### src/rtl/core/srl_pkg.sv
`default_nettype none
package srl_pkg;
  localparam int Capacity = 64;
  localparam int IdxW = $clog2(Capacity);
  localparam int CntW = $clog2(Capacity + 1);
  localparam int KeyW = 32;
  localparam int PayW = 32;
  localparam int RecW = KeyW + PayW;
  localparam int KindW = 3;
  localparam int PosW = 7;

  typedef enum logic [KindW-1:0] {
    OP_INS_END   = 3'd0,
    OP_INS_FRONT = 3'd1,
    OP_INS_SORT  = 3'd2,
    OP_RM_END    = 3'd3,
    OP_RM_FRONT  = 3'd4,
    OP_RM_KEY    = 3'd5,
    OP_READ_POS  = 3'd6,
    OP_FIND_KEY  = 3'd7
  } op_t;

  typedef struct packed {
    logic [KindW-1:0] kind;
    logic signed [KeyW-1:0] entry_key;
    logic [PayW-1:0] entry_payload;
    logic [PosW-1:0] position;
  } req_t;

  typedef struct packed {
    logic ok;
    logic signed [KeyW-1:0] found_key;
    logic [PayW-1:0] found_payload;
    logic [PosW-1:0] entry_count;
    logic is_full;
    logic is_empty;
  } rsp_t;

  // controller to datapath
  typedef struct packed {
    logic load;        // capture request, clear index, target and found record
    logic rd_cur;      // read memory at idx
    logic rd_below;    // read memory at idx - 1
    logic rd_above;    // read memory at idx + 1
    logic step_up;     // idx + 1
    logic step_down;   // idx - 1
    logic set_top;     // idx = count
    logic set_pos;     // idx = position - 1
    logic set_tgt;     // target = idx
    logic wr_move;     // mem[idx] = rdata
    logic wr_new;      // mem[idx] = new record
    logic cnt_inc;
    logic cnt_dec;
    logic cap_found;   // latch rdata as found record
    logic rsp_ok;
  } cmd_t;

  // datapath to controller
  typedef struct packed {
    logic full;
    logic empty;
    logic key_match;     // rdata key == request key
    logic key_ge;        // rdata key >= request key
    logic pos_ok;        // 1 <= position <= count
    logic idx_last;      // idx + 1 == count
    logic up_last;       // idx - 1 == target
    logic dn_last;       // idx + 2 == count
  } sts_t;
endpackage
`default_nettype wire

### src/rtl/core/srl_if.sv
`default_nettype none
interface srl_req_if;
  logic valid;
  logic ready;
  srl_pkg::req_t payload;
  modport source(output valid, output payload, input ready);
  modport sink(input valid, input payload, output ready);
endinterface

interface srl_rsp_if;
  logic valid;
  logic ready;
  srl_pkg::rsp_t payload;
  modport source(output valid, output payload, input ready);
  modport sink(input valid, input payload, output ready);
endinterface
`default_nettype wire

### src/rtl/core/srl_datapath.sv
`default_nettype none
module srl_datapath (
  input  wire logic            clk,
  input  wire logic            rst,
  input  wire srl_pkg::req_t   req,
  input  wire srl_pkg::cmd_t   cmd,
  output srl_pkg::sts_t        sts,
  output srl_pkg::rsp_t        rsp
);
  logic [srl_pkg::RecW-1:0]        mem [srl_pkg::Capacity];
  logic [srl_pkg::RecW-1:0]        rdata;
  logic [srl_pkg::RecW-1:0]        wr_data;
  srl_pkg::req_t                   cur;
  logic [srl_pkg::CntW-1:0]        idx;
  logic [srl_pkg::CntW-1:0]        idx_dn;
  logic [srl_pkg::CntW-1:0]        idx_up;
  logic [srl_pkg::CntW-1:0]        tgt;
  logic [srl_pkg::CntW-1:0]        count;
  logic [srl_pkg::IdxW-1:0]        rd_addr;
  logic signed [srl_pkg::KeyW-1:0] fkey;
  logic [srl_pkg::PayW-1:0]        fpay;
  logic signed [srl_pkg::KeyW-1:0] rkey;

  assign idx_dn = idx - 1'b1;
  assign idx_up = idx + 1'b1;
  assign rkey = rdata[srl_pkg::RecW-1:srl_pkg::PayW];
  assign wr_data = cmd.wr_new ? {cur.entry_key, cur.entry_payload} : rdata;

  always_comb begin
    if (cmd.rd_below) begin
      rd_addr = idx_dn[srl_pkg::IdxW-1:0];
    end else if (cmd.rd_above) begin
      rd_addr = idx_up[srl_pkg::IdxW-1:0];
    end else begin
      rd_addr = idx[srl_pkg::IdxW-1:0];
    end
  end

  always_ff @(posedge clk) begin
    if (cmd.wr_move || cmd.wr_new) begin
      mem[idx[srl_pkg::IdxW-1:0]] <= wr_data;
    end
    if (cmd.rd_cur || cmd.rd_below || cmd.rd_above) begin
      rdata <= mem[rd_addr];
    end
  end

  always_ff @(posedge clk) begin
    if (cmd.load) begin
      cur <= req;
      fkey <= '0;
      fpay <= '0;
    end else if (cmd.cap_found) begin
      fkey <= rkey;
      fpay <= rdata[srl_pkg::PayW-1:0];
    end
  end

  always_ff @(posedge clk) begin
    if (rst) begin
      idx <= '0;
      tgt <= '0;
      count <= '0;
    end else begin
      if (cmd.load) begin
        idx <= '0;
      end else if (cmd.set_top) begin
        idx <= count;
      end else if (cmd.set_pos) begin
        idx <= srl_pkg::CntW'(cur.position - 1'b1);
      end else if (cmd.step_up) begin
        idx <= idx_up;
      end else if (cmd.step_down) begin
        idx <= idx_dn;
      end
      if (cmd.load) begin
        tgt <= '0;
      end else if (cmd.set_tgt) begin
        tgt <= idx;
      end
      if (cmd.cnt_inc) begin
        count <= count + 1'b1;
      end else if (cmd.cnt_dec) begin
        count <= count - 1'b1;
      end
    end
  end

  always_comb begin
    sts.full = count == srl_pkg::CntW'(srl_pkg::Capacity);
    sts.empty = count == '0;
    sts.key_match = rkey == cur.entry_key;
    sts.key_ge = rkey >= cur.entry_key;
    sts.pos_ok = cur.position != '0 && cur.position <= count;
    sts.idx_last = idx_up == count;
    sts.up_last = idx_dn == tgt;
    sts.dn_last = (idx_up + 1'b1) == count;
  end

  always_comb begin
    rsp.ok = cmd.rsp_ok;
    rsp.found_key = fkey;
    rsp.found_payload = fpay;
    rsp.entry_count = srl_pkg::PosW'(count);
    rsp.is_full = sts.full;
    rsp.is_empty = sts.empty;
  end
endmodule
`default_nettype wire

### src/rtl/core/srl_ctrl.sv
`default_nettype none
module srl_ctrl (
  input  wire logic           clk,
  input  wire logic           rst,
  input  wire logic           in_valid,
  output logic                in_ready,
  input  wire logic [srl_pkg::KindW-1:0] in_kind,
  output logic                out_valid,
  input  wire logic           out_ready,
  input  wire srl_pkg::sts_t  sts,
  output srl_pkg::cmd_t       cmd
);
  typedef enum logic [3:0] {
    S_IDLE, S_DISPATCH, S_SCAN_RD, S_SCAN_CHK, S_POS_RD, S_POS_CAP,
    S_UP_RD, S_UP_WR, S_INS, S_DN_RD, S_DN_WR, S_DONE
  } state_t;

  state_t       state;
  state_t       state_next;
  srl_pkg::op_t op;
  logic         ok;
  logic         ok_next;
  logic         hit;

  assign in_ready = state == S_IDLE;
  assign out_valid = state == S_DONE;
  // sorted insert stops at the first key not less than the new one
  assign hit = (op == srl_pkg::OP_INS_SORT) ? sts.key_ge : sts.key_match;

  always_comb begin
    cmd = '0;
    cmd.rsp_ok = ok;
    state_next = state;
    ok_next = ok;
    case (state)
      S_IDLE: begin
        if (in_valid) begin
          cmd.load = 1'b1;
          ok_next = 1'b0;
          state_next = S_DISPATCH;
        end
      end
      S_DISPATCH: begin
        case (op)
          srl_pkg::OP_INS_END: begin
            if (sts.full) begin
              state_next = S_DONE;
            end else begin
              cmd.set_top = 1'b1;
              state_next = S_INS;
            end
          end
          srl_pkg::OP_INS_FRONT: begin
            if (sts.full) begin
              state_next = S_DONE;
            end else begin
              cmd.set_top = 1'b1;
              state_next = sts.empty ? S_INS : S_UP_RD;
            end
          end
          srl_pkg::OP_INS_SORT: begin
            if (sts.full) begin
              state_next = S_DONE;
            end else begin
              state_next = sts.empty ? S_INS : S_SCAN_RD;
            end
          end
          srl_pkg::OP_RM_END: begin
            if (!sts.empty) begin
              cmd.cnt_dec = 1'b1;
              ok_next = 1'b1;
            end
            state_next = S_DONE;
          end
          srl_pkg::OP_RM_FRONT: begin
            if (sts.empty) begin
              state_next = S_DONE;
            end else begin
              ok_next = 1'b1;
              if (sts.idx_last) begin
                cmd.cnt_dec = 1'b1;
                state_next = S_DONE;
              end else begin
                state_next = S_DN_RD;
              end
            end
          end
          srl_pkg::OP_RM_KEY, srl_pkg::OP_FIND_KEY: begin
            state_next = sts.empty ? S_DONE : S_SCAN_RD;
          end
          srl_pkg::OP_READ_POS: begin
            if (sts.pos_ok) begin
              cmd.set_pos = 1'b1;
              state_next = S_POS_RD;
            end else begin
              state_next = S_DONE;
            end
          end
          default: state_next = S_DONE;
        endcase
      end
      S_SCAN_RD: begin
        cmd.rd_cur = 1'b1;
        state_next = S_SCAN_CHK;
      end
      S_SCAN_CHK: begin
        if (hit) begin
          if (op == srl_pkg::OP_FIND_KEY) begin
            cmd.cap_found = 1'b1;
            ok_next = 1'b1;
            state_next = S_DONE;
          end else if (op == srl_pkg::OP_RM_KEY) begin
            ok_next = 1'b1;
            if (sts.idx_last) begin
              cmd.cnt_dec = 1'b1;
              state_next = S_DONE;
            end else begin
              state_next = S_DN_RD;
            end
          end else begin
            cmd.set_tgt = 1'b1;
            cmd.set_top = 1'b1;
            state_next = S_UP_RD;
          end
        end else if (sts.idx_last) begin
          // no hit: sorted insert appends, the others fail
          if (op == srl_pkg::OP_INS_SORT) begin
            cmd.step_up = 1'b1;
            state_next = S_INS;
          end else begin
            state_next = S_DONE;
          end
        end else begin
          cmd.step_up = 1'b1;
          state_next = S_SCAN_RD;
        end
      end
      S_POS_RD: begin
        cmd.rd_cur = 1'b1;
        state_next = S_POS_CAP;
      end
      S_POS_CAP: begin
        cmd.cap_found = 1'b1;
        ok_next = 1'b1;
        state_next = S_DONE;
      end
      // open a gap: move records up from the top down to the target
      S_UP_RD: begin
        cmd.rd_below = 1'b1;
        state_next = S_UP_WR;
      end
      S_UP_WR: begin
        cmd.wr_move = 1'b1;
        cmd.step_down = 1'b1;
        state_next = sts.up_last ? S_INS : S_UP_RD;
      end
      S_INS: begin
        cmd.wr_new = 1'b1;
        cmd.cnt_inc = 1'b1;
        ok_next = 1'b1;
        state_next = S_DONE;
      end
      // close the gap at idx: move the records above it down
      S_DN_RD: begin
        cmd.rd_above = 1'b1;
        state_next = S_DN_WR;
      end
      S_DN_WR: begin
        cmd.wr_move = 1'b1;
        cmd.step_up = 1'b1;
        if (sts.dn_last) begin
          cmd.cnt_dec = 1'b1;
          state_next = S_DONE;
        end else begin
          state_next = S_DN_RD;
        end
      end
      S_DONE: begin
        if (out_ready) begin
          state_next = S_IDLE;
        end
      end
      default: state_next = S_IDLE;
    endcase
  end

  always_ff @(posedge clk) begin
    if (rst) begin
      state <= S_IDLE;
      op <= srl_pkg::OP_INS_END;
      ok <= 1'b0;
    end else begin
      state <= state_next;
      ok <= ok_next;
      if (cmd.load) begin
        op <= srl_pkg::op_t'(in_kind);
      end
    end
  end
endmodule
`default_nettype wire

### src/rtl/core/sorted_record_list.sv
`default_nettype none
// channel  | dir | payload
// req      | in  | kind, entry_key, entry_payload, position
// rsp      | out | ok, found_key, found_payload, entry_count, is_full, is_empty
// one operation at a time; scan steps read then check, moves read then write
// the longest operation is a sorted insert at the front of a 63-record list
// (dispatch, one scan step, 63 moves, write); the next request beat can come
// the cycle after the result
// reset clears the record count; records are undefined until written
// req.ready is low while an operation runs or its result waits
module sorted_record_list (
  input wire logic clk,
  input wire logic rst,
  srl_req_if.sink   req,
  srl_rsp_if.source rsp
);
  srl_pkg::cmd_t cmd;
  srl_pkg::sts_t sts;

  // sequencing of scans, shifts and the result beat
  srl_ctrl u_ctrl (
    .clk(clk),
    .rst(rst),
    .in_valid(req.valid),
    .in_ready(req.ready),
    .in_kind(req.payload.kind),
    .out_valid(rsp.valid),
    .out_ready(rsp.ready),
    .sts(sts),
    .cmd(cmd)
  );

  // record memory, index, count and the found record
  srl_datapath u_dp (
    .clk(clk),
    .rst(rst),
    .req(req.payload),
    .cmd(cmd),
    .sts(sts),
    .rsp(rsp.payload)
  );

  assert property (@(posedge clk) disable iff (rst)
    rsp.valid && !rsp.ready |=> rsp.valid) else $error("result dropped");
  assert property (@(posedge clk) disable iff (rst)
    rsp.valid && !rsp.ready |=> $stable(rsp.payload)) else $error("result changed");
  assert property (@(posedge clk) disable iff (rst)
    rsp.valid |-> !req.ready) else $error("accept while result pending");
  assert property (@(posedge clk) disable iff (rst)
    rsp.valid |-> rsp.payload.entry_count <= srl_pkg::PosW'(srl_pkg::Capacity))
    else $error("count above capacity");
endmodule
`default_nettype wire
### src/flat_wrapper.sv
// flat-port wrapper written by rule: the top's interface ports become plain ports
module sorted_record_list_flat 
  (clk, rst, req_valid, req_payload, req_ready, rsp_valid, rsp_payload, rsp_ready);
  srl_req_if req_i ();
  srl_rsp_if rsp_i ();
  input wire logic clk;
  input wire logic rst;
  input wire logic [$bits(req_i.valid)-1:0] req_valid;
  input wire logic [$bits(req_i.payload)-1:0] req_payload;
  output wire logic [$bits(req_i.ready)-1:0] req_ready;
  output wire logic [$bits(rsp_i.valid)-1:0] rsp_valid;
  output wire logic [$bits(rsp_i.payload)-1:0] rsp_payload;
  input wire logic [$bits(rsp_i.ready)-1:0] rsp_ready;
  assign req_i.valid = req_valid;
  assign req_i.payload = req_payload;
  assign req_ready = req_i.ready;
  assign rsp_valid = rsp_i.valid;
  assign rsp_payload = rsp_i.payload;
  assign rsp_i.ready = rsp_ready;
  sorted_record_list u_core (.clk(clk), .rst(rst), .req(req_i), .rsp(rsp_i));
endmodule
### config.mk
export PLATFORM = sky130hd
export DESIGN_NAME = sorted_record_list_flat
export DESIGN_NICKNAME = d
export VERILOG_FILES = /design/src/rtl/core/srl_pkg.sv /design/src/rtl/core/srl_if.sv /design/src/rtl/core/srl_datapath.sv /design/src/rtl/core/srl_ctrl.sv /design/src/rtl/core/sorted_record_list.sv /design/src/flat_wrapper.sv
export SDC_FILE = /design/constraint.sdc
export NUM_CORES = 2
export LEC_CHECK = 0
export ABC_AREA = 0
export BUFFER_PORTS_ARGS = -buffer_cell sky130_fd_sc_hd__buf_2
export CORE_UTILIZATION = 40
export DETAILED_ROUTE_END_ITERATION = 8
export GPL_TIMING_DRIVEN = 0
export HOLD_SLACK_MARGIN = 0.12
export PLACE_DENSITY = 0.55
export SETUP_SLACK_MARGIN = 0.1
export SLEW_MARGIN = 15
export SYNTH_ARGS = -nofsm -noshare
export SYNTH_HDL_FRONTEND = slang
export SYNTH_SLANG_ARGS = --single-unit
### constraint.sdc
create_clock -name clk -period 6.1 [get_ports clk]
set_clock_uncertainty 0.1 [all_clocks]
set_input_delay 0.61 -clock clk [delete_from_list [all_inputs] [get_ports clk]]
set_output_delay 0.61 -clock clk [all_outputs]
set_load 0.05 [all_outputs]
==> summary.md <==
| Metric | Value |
|---|---|
| Peak Freq | 168 MHz |
| Largest net degree at the start of global routing | 65 |
| 1st-iter DRT viols | 9472 |
| Min Hold Slack | 0.228 ns |
| Slew @ Worst Pin | 1.24 ns |
| #FFs+latches synth | 4324 |
| Layout cell share with drive strength beyond 1 | 28.4% |
| Largest cells by area after synthesis | edfxtp_1, mux4_2, mux2i_1 |
| Area Growth Syn to Fin | 17.8% |
| Initial antenna violation count | 43 |
| Max-cap violations | 0 |
| Cells after Synth | 7471 |
| Max Slew Vio Count | 0 |
| Most instantiated cells after synthesis | edfxtp_1, mux4_2, mux2i_1, nand2_1, buf_2 |
| Mapped Avg Cell Area | 22.3 µm² |
| Via density | 5.78 |
| CTS tree | done |
| Grt ovf | 0 |
| GP Congestion | 0.842 |
| Dominant cell type by area after synthesis | edfxtp_1 |
| Peak supply drop | 0.490 mV |
| Post-Route WL | 480 mm |
| Setup violators final | 0 |
| Synth Cell Area | 166000 µm² |
| Die H | 647 µm |
| Crit path launch type | register |
| Floorplan core area | 414000 µm² |
| Post-CTS Setup Bufs | 0 |
| First-pass GRT wire length | 666 mm |
| Critical-path cell list | inv_1 -> ha_1 -> a21boi_1 -> xor2_1 -> nor2_1 -> nor3_2 -> buf_4 -> buf_2 -> buf_4 -> nor2_4 -> buf_12 -> clkbuf_1 -> a22oi_1 -> and4_1 |
| Unique cell type count in the Yosys netlist | 79 |
| Final Hold Vio Count | 0 |
| Fill cells | 33600 |
| Num CTS Buffers | 429 |
| Nets | 8560 |
| Port bufs | 152 |
| Slowest cell on crit path | buf_2 |
| Metal-1 WL | 198 mm |
| DRC viols | 0 |
| YS warnings | 0 |
| Top Metal Used | met5 |
| Unrepaired setup endpoints after global routing | false |
| Pleak | 61.9 nW |
| Worst min-delay path category | primary input to register |
| CP arrival | 6.56 ns |
| DP Cell Count | 13400 |
| Worst setup EP type | register |
| Met3 WL | 33.0 mm |
| Most numerous cell in the Yosys netlist | edfxtp_1 |
| Main synth FF type | edfxtp_1 |
| Vias | 82600 |
| Period utilisation layout | 97.6% |
| Metal2 WL | 232 mm |
| Die width | 647 µm |
| Critical path's largest stage delay | 0.69 ns |
| H-tree levels | 5 |
| # rows | 236 |
| Longest Clk Path Bufs | 4 |
| Clk sinks | 4324 |
| DIE AREA | 419000 µm² |
| Clk_lat worst skew | 1.00 ns |
| Initial core utilization | 40.2% |
| Status | completed |
| PD cells | 510 nW/µm² |
| Antenna Nets Post-Route | 0 |
| Post-Syn Nets | 7604 |
| Cell mode on critical path | buf_4 |
| Clock transition at path regs | 0.06 ns |
| Number of flops mapped to enable cells by yosys | 4231 |
| Setup CP Type | register to register |
| Clock root buffer | clkbuf_16 |
| GR Util All Layers | 22.8% |
| Setup TNS | 0 ns |
| Slew headroom | 17.6% |
| Number of global-route vias before repair | 84000 |
| Io pins | 154 |
| Final worst path period need | 5.95 ns |
| Worst Path Required | 6.71 ns |
| Crit Path Max Fanout | 10 |
| Synth async-reset ratio | 0% |
| TritonRoute pass-1 iters | 7 |
| Wire per inst | 33.6 µm |
| Post-synth top area share | 76.3% |
| Layout Cells excl Fill | 14300 |
| Dpl hpwl | 334 mm |
| Sequential area share after synthesis | 77.4% |
==> path summary, 6_finish.rpt <==
kind | slack [ns] | to | cells past startpoint | startpoint
max | 0.15 | u_core.u_dp.rdata[59]$_DFFE_PP_ | 14 | u_core.u_dp.idx[1]$_SDFFE_PP0P_
min | 0.23 | u_core.u_dp.cur[31]$_DFFE_PP_ | 2 | req_payload[31]
max reg2reg | 0.15 | u_core.u_dp.rdata[59]$_DFFE_PP_ | 14 | u_core.u_dp.idx[1]$_SDFFE_PP0P_
min reg2reg | 0.35 | u_core.u_dp.fpay[13]$_SDFFE_PP0P_ | 2 | u_core.u_dp.fpay[13]$_SDFFE_PP0P_
==> final cells by class <==
class                   count  area [µm²]  area share, %
plain buffers             412        2110           1.07
inverters                  51         191         0.0976
diodes                     22        55.1         0.0281
clock buffers             524       11300           5.77
multi-input cells        2684       36300           18.5
clock inverters           269        2520           1.29
well taps                5474        6850           3.49
flip-flops and latches   4324      129000           65.8
repair buffers            525        7820           3.99
==> per-layer routing <==
metal	track usage [%]	vias to the layer above
met4	7.65	14
met5	0	-
met1	31.3	45000
met2	37.1	3248
li1	-	33700
met3	3.70	632
==> metrics by stage <==
stage	util (%)	instance area [µm²]	power, mW	setup slack, ns
after global placement	42.1	174000	73.2	-6.26
after detailed placement	43.8	181000	74.7	-0.380
after global routing	47.4	196000	103	0.131
after CTS	47.4	196000	101	0.121
after floorplan	-	166000	60.3	1.14
final	47.4	196000	100	0.146
==> power by group <==
| group | internal, mW | total [mW] | switching (mW) |
|---|---|---|---|
| registers | 39.6 | 40.2 | 0.526 |
| logic | 12.0 | 33.6 | 21.7 |
| clock network | 14.9 | 26.2 | 11.3 |
| total | 66.5 | 100 | 33.5 |
==> critical path: cells and delay by family (launching register included) <==
| family | cells | cell delay (ns) |
|---|---|---|
| flops | 1 | 0.59 |
| buf+inv | 6 | 2.30 |
| compound gates | 2 | 0.81 |
| xor+xnor | 1 | 0.38 |
| fa+ha+maj | 1 | 0.32 |
| simple gates | 4 | 1.08 |
==> logic make-up (layout without fill, tap and decap cells) <==
kind of cell               Yosys count  after routing  synth area share [%]
AOI/OAI and AO/OA                  618            618                  2.50
xor gates and xnor gates            41             41                 0.257
adders and majority gates           55             55                 0.418
buffers and inverters              463           1781                  1.36
DFF                               4324           4324                  77.4
muxes                             1452           1452                  16.5
other                                0             22                     0
and+or+nand+nor                    518            518                  1.57
==> layout by cell type, fill, tap and decap left out, types with 23 or more instances in the layout <==
cell / count
mux2_4: 25
o21ai_1: 66
mux2i_1: 396
bufinv_16: 41
o21ai_0: 82
ha_1: 54
xnor2_1: 23
a22oi_1: 129
inv_1: 50
buf_4: 49
a21oi_1: 100
dfxtp_1: 93
edfxtp_1: 4231
and4_1: 67
a221oi_1: 125
clkinv_2: 89
nand2_1: 207
buf_2: 326
dlygate4sd3_1: 79
buf_16: 56
mux4_2: 1024
o21ai_4: 32
nor2_1: 55
buf_1: 34
buf_12: 234
clkbuf_16: 435
nor2_4: 69
clkbuf_1: 204
clkinv_1: 108
==> what timing repair did <==
item / CTS / global route
hold endpoints to repair: 79 / 0
gates resized for setup: 9 / 3
gates cloned: 0 / 0
hold buffers: 79 / 0
setup endpoints to repair: 48 / 3
==> state kept, by name (all words and copies together), names as in the netlist <==
register,cells
u_core.u_dp.rdata,64
u_core.u_dp.idx,7
u_core.u_dp.cur,71
u_core.u_ctrl.ok,1
u_core.u_ctrl.op,3
u_core.u_dp.fpay,32
u_core.u_ctrl.state,4
u_core.u_dp.tgt,7
u_core.u_dp.mem,4096
u_core.u_dp.fkey,32
u_core.u_dp.count,7
(Power assumes the default switching activity.)
